[src/sv/touch_slot_tracker_defines.svh]
// Assertion macros used by the touch slot tracker datapath.
`ifndef TOUCH_SLOT_TRACKER_DEFINES_SVH
`define TOUCH_SLOT_TRACKER_DEFINES_SVH

// Same-cycle implication, checked at every rising clock edge outside reset.
`define TST_ASSERT_IMP(lbl, clk, rst, ante, cons) \
   lbl: assert property (@(posedge clk) disable iff (rst) (ante) |-> (cons)) \
      else $error("touch slot tracker assertion failed");

// Next-cycle implication, checked at every rising clock edge outside reset.
`define TST_ASSERT_NXT(lbl, clk, rst, ante, cons) \
   lbl: assert property (@(posedge clk) disable iff (rst) (ante) |=> (cons)) \
      else $error("touch slot tracker assertion failed");

`endif

[src/sv/tst_pkg.sv]
// Shared types and constants of the touch slot tracker.
package tst_pkg;

   localparam int SLOTS  = 8;
   localparam int SIDX_W = (SLOTS > 1) ? $clog2(SLOTS) : 1;

   localparam logic [7:0] MOVE_RADIUS_RESET = 8'd5;

   typedef enum logic [1:0] {
      OP_UPDATE = 2'd0,
      OP_GET    = 2'd1,
      OP_OWN    = 2'd2,
      OP_FREE   = 2'd3
   } tst_op_type;

   typedef struct packed {
      tst_op_type         req_type;
      logic [2:0]         slot;
      logic               press_edge;
      logic               held;
      logic               release_edge;
      logic signed [15:0] window_x;
      logic signed [15:0] window_y;
      logic signed [15:0] screen_x;
      logic signed [15:0] screen_y;
      logic [7:0]         req_id;
   } tst_req_type;

   typedef struct packed {
      logic               found;
      logic [2:0]         out_slot;
      logic               owned;
      logic               pressed;
      logic               moved;
      logic signed [15:0] cur_window_x;
      logic signed [15:0] cur_window_y;
      logic signed [15:0] cur_screen_x;
      logic signed [15:0] cur_screen_y;
      logic [7:0]         owner;
   } tst_rsp_type;

   // One entry of the slot table; positions hold x in the low half, y in the high half.
   typedef struct packed {
      logic        pressed;
      logic        moved;
      logic        unclaimed;
      logic        free_pending;
      logic        owned_flag;
      logic [7:0]  owner;
      logic [31:0] window_pos;
      logic [31:0] screen_pos;
      logic [31:0] start_pos;
   } tst_slot_type;

   typedef enum logic [1:0] {
      ST_IDLE,
      ST_SQ_X,
      ST_SQ_Y,
      ST_APPLY
   } tst_state_type;

   typedef struct packed {
      logic capture;
      logic sq_x;
      logic sq_y;
      logic commit;
   } tst_cmd_type;

   typedef struct packed {
      logic out_blocked;
   } tst_status_type;

endpackage

[src/sv/tst_ctrl.sv]
// Sequencer of the touch slot tracker: accept, two squaring steps, commit.
module tst_ctrl (
   input  logic                    clock,
   input  logic                    reset,
   input  logic                    req_valid,
   output logic                    req_stall,
   input  tst_pkg::tst_status_type status,
   output tst_pkg::tst_cmd_type    cmd
);
   import tst_pkg::*;

   tst_state_type state_ff, state_in;

   always_ff @(posedge clock) begin
      if (reset) begin
         state_ff <= ST_IDLE;
      end else begin
         state_ff <= state_in;
      end
   end

   always_comb begin
      state_in = state_ff;
      case (state_ff)
         ST_IDLE: begin
            if (req_valid) state_in = ST_SQ_X;
         end
         ST_SQ_X: state_in = ST_SQ_Y;
         ST_SQ_Y: state_in = ST_APPLY;
         ST_APPLY: begin
            if (!status.out_blocked) state_in = ST_IDLE;
         end
         default: state_in = ST_IDLE;
      endcase
   end

   always_comb begin
      req_stall   = 1'b1;
      cmd         = '0;
      case (state_ff)
         ST_IDLE: begin
            req_stall   = 1'b0;
            cmd.capture = req_valid;
         end
         ST_SQ_X: cmd.sq_x = 1'b1;
         ST_SQ_Y: cmd.sq_y = 1'b1;
         ST_APPLY: cmd.commit = !status.out_blocked;
         default: ;
      endcase
   end

endmodule

[src/sv/tst_dp.sv]
// Datapath of the touch slot tracker: slot table, move check, slot search, result register.
`include "touch_slot_tracker_defines.svh"

module tst_dp (
   input  logic                    clock,
   input  logic                    reset,
   input  tst_pkg::tst_req_type    req_data,
   input  tst_pkg::tst_cmd_type    cmd,
   output tst_pkg::tst_status_type status,
   input  logic                    csr_valid,
   output logic                    csr_ready,
   input  logic [7:0]              csr_wdata,
   output logic                    rsp_valid,
   input  logic                    rsp_stall,
   output tst_pkg::tst_rsp_type    rsp_data
);
   import tst_pkg::*;

   logic [7:0]        radius_ff, radius_in;
   logic [15:0]       rr_ff;
   tst_req_type       req_ff;
   tst_slot_type      entry_ff [SLOTS];
   logic              sel_valid_ff, sel_valid_in;
   logic [SIDX_W-1:0] sel_slot_ff, sel_slot_in;
   logic [7:0]        sel_req_ff, sel_req_in;
   logic [31:0]       sqx_ff, sqy_ff;
   logic              rsp_valid_ff, rsp_valid_in;
   tst_rsp_type       rsp_data_ff, rsp_in;

   logic [SIDX_W-1:0] upd_idx, tgt, own_idx, unc_idx;
   logic              slot_ok, own_hit, unc_hit;
   logic [31:0]       start_pos;
   logic signed [16:0] dx, dy, mul_op;
   logic signed [33:0] mul_prod;
   logic [32:0]       dist_sq;
   logic              far;
   logic              we, emit;
   tst_slot_type      cur, nxt;

   assign csr_ready          = 1'b1;
   assign status.out_blocked = rsp_valid_ff && rsp_stall;
   assign rsp_valid          = rsp_valid_ff;
   assign rsp_data           = rsp_data_ff;

   // Squared distance, one axis per cycle through a single multiplier.
   assign upd_idx   = SIDX_W'(req_ff.slot);
   assign slot_ok   = int'(req_ff.slot) < SLOTS;
   assign start_pos = entry_ff[upd_idx].start_pos;
   assign dx        = {req_ff.screen_x[15], req_ff.screen_x} - {start_pos[15], start_pos[15:0]};
   assign dy        = {req_ff.screen_y[15], req_ff.screen_y} - {start_pos[31], start_pos[31:16]};
   assign mul_op    = cmd.sq_y ? dy : dx;
   assign mul_prod  = mul_op * mul_op;
   assign dist_sq   = {1'b0, sqx_ff} + {1'b0, sqy_ff};
   assign far       = dist_sq > {17'd0, rr_ff};

   // Lowest claimed slot owned by the requester, and lowest unclaimed slot.
   always_comb begin
      own_hit = 1'b0;
      unc_hit = 1'b0;
      own_idx = '0;
      unc_idx = '0;
      for (int i = SLOTS - 1; i >= 0; i--) begin
         if (!entry_ff[i].unclaimed && entry_ff[i].owner == req_ff.req_id) begin
            own_hit = 1'b1;
            own_idx = SIDX_W'(i);
         end
         if (entry_ff[i].unclaimed) begin
            unc_hit = 1'b1;
            unc_idx = SIDX_W'(i);
         end
      end
   end

   always_comb begin
      tgt  = sel_slot_ff;
      emit = 1'b0;
      case (req_ff.req_type)
         OP_UPDATE: begin
            tgt  = upd_idx;
            emit = slot_ok;
         end
         OP_GET: begin
            tgt  = own_hit ? own_idx : unc_idx;
            emit = own_hit || unc_hit;
         end
         OP_OWN, OP_FREE: emit = sel_valid_ff;
         default: ;
      endcase
   end

   always_comb begin
      cur          = entry_ff[tgt];
      nxt          = cur;
      we           = emit;
      sel_valid_in = sel_valid_ff;
      sel_slot_in  = sel_slot_ff;
      sel_req_in   = sel_req_ff;
      case (req_ff.req_type)
         OP_UPDATE: begin
            if (req_ff.press_edge) begin
               nxt.pressed    = 1'b1;
               nxt.moved      = 1'b0;
               nxt.window_pos = {req_ff.window_y, req_ff.window_x};
               nxt.screen_pos = {req_ff.screen_y, req_ff.screen_x};
               nxt.start_pos  = {req_ff.screen_y, req_ff.screen_x};
               nxt.unclaimed  = 1'b1;
            end else if (req_ff.held) begin
               nxt.window_pos = {req_ff.window_y, req_ff.window_x};
               nxt.screen_pos = {req_ff.screen_y, req_ff.screen_x};
               if (!cur.moved) nxt.moved = far;
            end else if (req_ff.release_edge) begin
               nxt.pressed   = 1'b0;
               nxt.unclaimed = 1'b0;
            end
            if (cur.free_pending) begin
               nxt.owner        = '0;
               nxt.free_pending = 1'b0;
            end
         end
         OP_GET: begin
            nxt.owned_flag = own_hit;
            sel_valid_in   = own_hit || unc_hit;
            sel_slot_in    = emit ? tgt : sel_slot_ff;
            sel_req_in     = req_ff.req_id;
         end
         OP_OWN: begin
            nxt.unclaimed = 1'b0;
            nxt.owner     = sel_req_ff;
         end
         OP_FREE: nxt.free_pending = 1'b1;
         default: ;
      endcase
   end

   always_comb begin
      rsp_in = '0;
      if (emit) begin
         rsp_in.found        = 1'b1;
         rsp_in.out_slot     = 3'(tgt);
         rsp_in.owned        = nxt.owned_flag;
         rsp_in.pressed      = nxt.pressed;
         rsp_in.moved        = nxt.moved;
         rsp_in.cur_window_x = nxt.window_pos[15:0];
         rsp_in.cur_window_y = nxt.window_pos[31:16];
         rsp_in.cur_screen_x = nxt.screen_pos[15:0];
         rsp_in.cur_screen_y = nxt.screen_pos[31:16];
         rsp_in.owner        = nxt.owner;
      end
   end

   always_comb begin
      radius_in = csr_valid ? csr_wdata : radius_ff;
      if (cmd.commit) begin
         rsp_valid_in = 1'b1;
      end else if (!rsp_stall) begin
         rsp_valid_in = 1'b0;
      end else begin
         rsp_valid_in = rsp_valid_ff;
      end
   end

   always_ff @(posedge clock) begin
      if (reset) begin
         radius_ff    <= MOVE_RADIUS_RESET;
         sel_valid_ff <= 1'b0;
         sel_slot_ff  <= '0;
         sel_req_ff   <= '0;
         rsp_valid_ff <= 1'b0;
         for (int i = 0; i < SLOTS; i++) begin
            entry_ff[i] <= '0;
         end
      end else begin
         radius_ff    <= radius_in;
         rsp_valid_ff <= rsp_valid_in;
         if (cmd.commit) begin
            sel_valid_ff <= sel_valid_in;
            sel_slot_ff  <= sel_slot_in;
            sel_req_ff   <= sel_req_in;
            if (we) entry_ff[tgt] <= nxt;
         end
      end
   end

   always_ff @(posedge clock) begin
      rr_ff <= {8'd0, radius_ff} * {8'd0, radius_ff};
      if (cmd.capture) req_ff <= req_data;
      if (cmd.sq_x) sqx_ff <= mul_prod[31:0];
      if (cmd.sq_y) sqy_ff <= mul_prod[31:0];
      if (cmd.commit) rsp_data_ff <= rsp_in;
   end

   `TST_ASSERT_IMP(a_commit_room, clock, reset, cmd.commit, !(rsp_valid_ff && rsp_stall))
   `TST_ASSERT_NXT(a_commit_shows, clock, reset, cmd.commit, rsp_valid_ff)
   `TST_ASSERT_IMP(a_empty_record, clock, reset, rsp_valid_ff && !rsp_data_ff.found,
                   rsp_data_ff == '0)
   `TST_ASSERT_IMP(a_sel_range, clock, reset, sel_valid_ff, int'(sel_slot_ff) < SLOTS)

endmodule

[src/sv/touch_slot_tracker.sv]
// Top level of the touch slot tracker: sequencer and datapath.
//
// The tracker keeps a table of eight touch slots and answers every request beat
// with exactly one result beat. An update beat applies one slot's press, hold or
// release sample; a get beat selects the lowest slot already claimed by the
// requester, or failing that the lowest unclaimed slot; own and free beats act on
// the slot that the last get selected. Each request passes from acceptance to the
// result register in order: it is accepted, the x and y screen distance from the
// press point is squared in turn in the single shared 17 by 17 multiplier, and the
// table is updated and the result register loaded once it no longer holds a
// stalled result. The next request is accepted in the cycle after that commit,
// while the result may still wait on the output register.
// The move radius register is written through the csr port, which is always
// ready; it should be written only while no request is in flight.
module touch_slot_tracker (
   input  logic                 clock,
   input  logic                 reset,
   input  logic                 req_valid,
   output logic                 req_stall,
   input  tst_pkg::tst_req_type req_data,
   output logic                 rsp_valid,
   input  logic                 rsp_stall,
   output tst_pkg::tst_rsp_type rsp_data,
   input  logic                 csr_valid,
   output logic                 csr_ready,
   input  logic [7:0]           csr_wdata
);
   import tst_pkg::*;

   // Commands from the sequencer and the output back-pressure status back to it.
   tst_cmd_type    cmd;
   tst_status_type status;

   // The sequencer steps each accepted beat through capture, squaring and commit.
   tst_ctrl u_ctrl (
      .clock     (clock),
      .reset     (reset),
      .req_valid (req_valid),
      .req_stall (req_stall),
      .status    (status),
      .cmd       (cmd)
   );

   // The datapath holds the slot table, the selection and the result register.
   tst_dp u_dp (
      .clock     (clock),
      .reset     (reset),
      .req_data  (req_data),
      .cmd       (cmd),
      .status    (status),
      .csr_valid (csr_valid),
      .csr_ready (csr_ready),
      .csr_wdata (csr_wdata),
      .rsp_valid (rsp_valid),
      .rsp_stall (rsp_stall),
      .rsp_data  (rsp_data)
   );

endmodule

[config.mk]
export PLATFORM = sky130hd
export DESIGN_NAME = touch_slot_tracker
export DESIGN_NICKNAME = d
export VERILOG_FILES = /design/src/sv/tst_pkg.sv /design/src/sv/tst_ctrl.sv /design/src/sv/tst_dp.sv /design/src/sv/touch_slot_tracker.sv
export VERILOG_INCLUDE_DIRS = /design/src /design/src/sv
export SDC_FILE = /design/constraint.sdc
export NUM_CORES = 2
export LEC_CHECK = 0
export ABC_CLOCK_PERIOD_IN_PS = 13200
export BUFFER_PORTS_ARGS = -buffer_cell sky130_fd_sc_hd__clkbuf_2
export CORE_MARGIN = 2
export CORE_UTILIZATION = 25
export CTS_BUF_LIST = sky130_fd_sc_hd__clkbuf_8
export DETAILED_ROUTE_END_ITERATION = 12
export PLACE_DENSITY = 0.39
export SLEW_MARGIN = 0
export SYNTH_ARGS = -nofsm -noshare
export SYNTH_HDL_FRONTEND = slang
export SYNTH_HIERARCHICAL = 1
export SYNTH_SLANG_ARGS = --single-unit
[constraint.sdc]
create_clock -name clock -period 13.2 [get_ports clock]
set_input_delay 2.64 -clock clock [delete_from_list [all_inputs] [get_ports clock]]
set_output_delay 2.64 -clock clock [all_outputs]
set_load 0.005 [all_outputs]
After elaboration in Yosys (flattened, before gate mapping)
Memories as Yosys holds them, arrays and structs flattened. A register that Yosys moved wholly into a read port is not among the register bits. Index checks and enable logic that the tools add are counted.

Flip-flop bits (word level): 262. Latch bits: 0. Bits in writable memories: 872. Bits in read-only memories: 0. Input port bits: 93. Output and inout bits: 82. Logic and storage cells: 153. Memories: 1.

Add/sub/neg operators: 3. $mul: 2. Div/mod/pow operators: 0. Order comparisons: 1. Eq/ne operators: 17. Shift-type cells: 0. Multiplexer cells: 74. Bitwise operators: 0. Reduce and logical (&&, ||, !) cells: 26.

Memories: u_dp.entry_ff (depth 8, width 109, rd ports 10, clocked after memory_dff 1, wr ports 8, RTL line tst_dp.sv:22) `tst_slot_type entry_ff [SLOTS];`.

Operator list (number): $mux W64 (2); $mux W109 (1); $reduce_or A109 Y1 (1); $mux W96 (1); $mux W79 (1); $eq A8 B8 Y1 (8); $mux W3 (20); $mux W1 (37); $sub A16 B16 Y17 (2); $add A32 B32 Y33 (1); $gt A33 B16 Y1 (1); $mul A17 B17 Y32 (1); $mux W32 (1); $mux W17 (1); $mul A8 B8 Y16 (1); $pmux W8 S2 (1); $logic_and A1 B1 Y1 (9); $logic_not A1 Y1 (9); $eq A2 B2 Y1 const B (4); $mux W8 (1); $pmux W2 S4 (1); $mux W2 (3); $pmux W3 S2 (1); $eq A2 B1 Y1 const B (2); other kinds (9) (13).

Depth between registers and ports, before layout
An unclocked memory read counts as a cell.

Depth in word-level cells: 19. Mapped depth: 39. Mapped depth without buffers: 36.

By module
The synthesis kept the hierarchy.

Modules (own cells, without submodules): tst_dp (instances 1, cells an instance 5684, area each 66181.0 sq um, seq. area each 33602.2 sq um); tst_ctrl (instances 1, cells an instance 20, area each 191.4 sq um, seq. area each 40.0 sq um).

Worst setup path after synthesis
Ideal clock, no wire load.

Kind: input port to flip-flop. From: input rsp_stall. To: memory u_dp/entry_ff[3][0] in the netlist's numbering (enable). Setup time: 486 ps. Arrival time: 10218 ps. Path slack: 2496 ps. Stages on the path: 7. Path buffers: 1. Cells stage by stage: and2_1 nor2b_1 nand2b_1 nor3_2 nand3_1 buf_2 nand2b_1.

RTL lines: from (decl) (RTL line touch_slot_tracker.sv:22) `input logic rsp_stall,`; to (decl) (RTL line tst_dp.sv:22).

==> metrics <==
CTS sink count=1,134; CP Max Fanout=41; Crit-path slowest cell=dfxtp_4; DRT Wirelength=237,000 um; Mapped Area=0.0664 sq mm; total iterations of the first detailed-routing run=6; die width=519 um; Hold/Removal Path Class=flip-flop to flip-flop; Tot GR Track Use=17.2%; FFs w/ async S/R, synth=0%; Seq cells post-synth=1,134; Tmin final=11,040 ps; fmax=90.6 MHz; gr ovfl total=0; cell taking the most area after synthesis=edfxtp_1; vias=46,300; XOR/XNOR Fraction of Synth Area=2.12%; Antenna Nets Post-Route=0; Post-CTS Hold Buffers=0; Area contributors post-synth=edfxtp_1, fa_1, mux2i_1; Hold Path Origin=u_dp/sel_req_ff[5]; vias in the first global route=48,500; RSZ-0062 raised after global routing=false; GRT Max-Usage Layer=met2; largest net degree at the start of global routing=96; Final Hold Viols=0; Slew HR=24.3%; status=completed; CP arrival=11,700 ps; post-place setup slack=2050 ps; post-synth cell types=90; number of top-level pins=175; Detailed Place HPWL=144,000 um; synthesized instance count=5,704; CTS buffer count=213; CTS tree=built; Mapped Avg Cell Area=11.6 sq um; Worst Path Required=13,860 ps; yosys warns=6; top-count cell post-synth=edfxtp_1; root buffer cell=clkbuf_8; Worst-Margin Slew=1140 ps; Compound-Gate Fraction of Synth Area=8.47%; Post-CTS Setup Bufs=0; DRC Markers=0; met1 Usage GRT=23.5%; Synth Area in Adders=12.3%; Max clock buf depth=4; final worst-path setup slack=2160 ps; max_cap viols=0; FP Rows=189; initial antenna violation count=17; post-synthesis mux area share=6.33%; period utilisation layout=83.6%; clk_skew=106 ps; cell mode on critical path=fa_1; WL/cell=24.8 um; Via density=4.85; die footprint=0.270 sq mm; H-Tree Level Count=4; simple-gate share of the synthesized area=15.4%; layout cell share with drive strength beyond 1=13.6%; Final setup viols=0; effective utilization at floorplan=25.1%; Worst-path clk slew=60 ps; worst skew pair latency=1010 ps; global-route met3 utilization=2.61%; Post-CTS Resized=0; GPL Wtd Cong=0.803; Final #Nets=6,420; critical setup path kind=flip-flop to flip-flop; initial drt markers=3,432; IO buf count=173; CP startpoint kind=flip-flop; TNS Setup=0 ps; main combinational cell family by area after synthesis=simple AND/OR/NAND/NOR gates; Yosys top cell area share=49.5%; CP endpoint kind=flip-flop; synth cell count leaders=edfxtp_1, nor2_1, nand2_1; area grow syn2layout=12.9%; ys flop type=edfxtp_1; Slew Limit Fails=0; Slowest Stage Delay on Critical Path=840 ps; Post-synth EDFFs=1,093; Die Ht=519 um; total core area=0.265 sq mm; met2 Use GR=28.6%; first-pass GRT wire length=344,000 um; sequential area share after synthesis=50.7%
[layout by cell type (no fill, tap or decap), types with 42 or more instances in the layout]
master	count
a211oi_1	90
a21oi_1	210
a31oi_1	74
and2_1	53
and3_1	191
buf_4	90
clkbuf_2	173
clkbuf_8	215
clkinv_1	76
edfxtp_1	1093
fa_1	285
ha_1	196
inv_1	477
mux2i_1	252
mux4_2	64
nand2_1	480
nor2_1	634
nor3_1	439
o21ai_0	42
o22ai_1	93
or2_2	63
xnor2_1	102
xor2_1	59
[final timing paths]
check	endpoint	slack [ps]	cells past startpoint
min reg2reg	u_dp/sel_req_ff[5]	460	2
max reg2reg	u_dp/sqx_ff[31]	2160	34
max	u_dp/sqx_ff[31]	2160	34
min	u_dp/sel_req_ff[5]	460	2
[stage by stage]
| step | instance area (sq um) | hold WS, ps | cells | util (%) |
|---|---|---|---|---|
| after floorplan | 66400 | 414 | 5705 | - |
| after global placement | 71200 | 444 | 9163 | 26.9 |
| after detailed placement | 71200 | 450 | 9163 | 26.9 |
| after CTS | 74900 | 459 | 9537 | 28.3 |
| after global routing | 74900 | 481 | 9538 | 28.3 |
| final | 74900 | 461 | 9542 | 28.3 |
[cells by family (layout without fill, tap and decap cells)]
kind of cell	after synthesis	in the layout
adder cells (fa/ha/maj)	482	482
other	2	8
flip-flops	1134	1134
buffers and inverters	763	1062
XOR/XNOR	161	161
AO/OA/AOI/OAI	764	764
AND/OR/NAND/NOR	2061	2061
multiplexers	337	337
[critical path: cells and delay by family (launching register included)]
family                   cells  cell delay, ps
AO/OA/AOI/OAI                9            2670
XOR/XNOR                     2             250
adder cells (fa/ha/maj)      9            3820
buffers and inverters        6            1130
flip-flops                   1             840
multiplexers                 3            1020
AND/OR/NAND/NOR              5             930
[state kept, by name (all words and copies together), names as in the netlist, named ones only]
| name | flops |
|---|---|
| u_dp/sel_req_ff | 8 |
| u_ctrl/state_ff | 2 |
| u_dp/upd_idx | 3 |
| u_dp/rsp_data | 79 |
| u_dp/radius_ff | 8 |
| u_dp/rr_ff | 15 |
| u_dp/sqx_ff | 31 |
| u_dp/sel_valid_ff | 1 |
| u_dp/sel_slot_ff | 3 |
| u_dp/req_ff | 77 |
| u_dp/sqy_ff | 31 |
| u_dp/rsp_valid | 1 |
| u_dp/entry_ff | 872 |
[area by class of cell]
type	instances	area [sq um]
antenna	5	12.5
sequential	1134	33700
inverter	419	1570
multi-input combinational	3808	29900
clock buffer	215	2960
fill	27400	190000
tap	3533	4420
clock inverter	159	748
timing repair buffer	269	1660
[routing by layer]
layer,share of wire (%),vias up
li1,-,20800
met3,5.5,337
met1,45,23800
met2,47,1413
met5,0.0055,-
met4,2.4,2
Power is not shown: default switching activity piles up to over one toggle a cycle in this logic, so the estimate is an artifact.
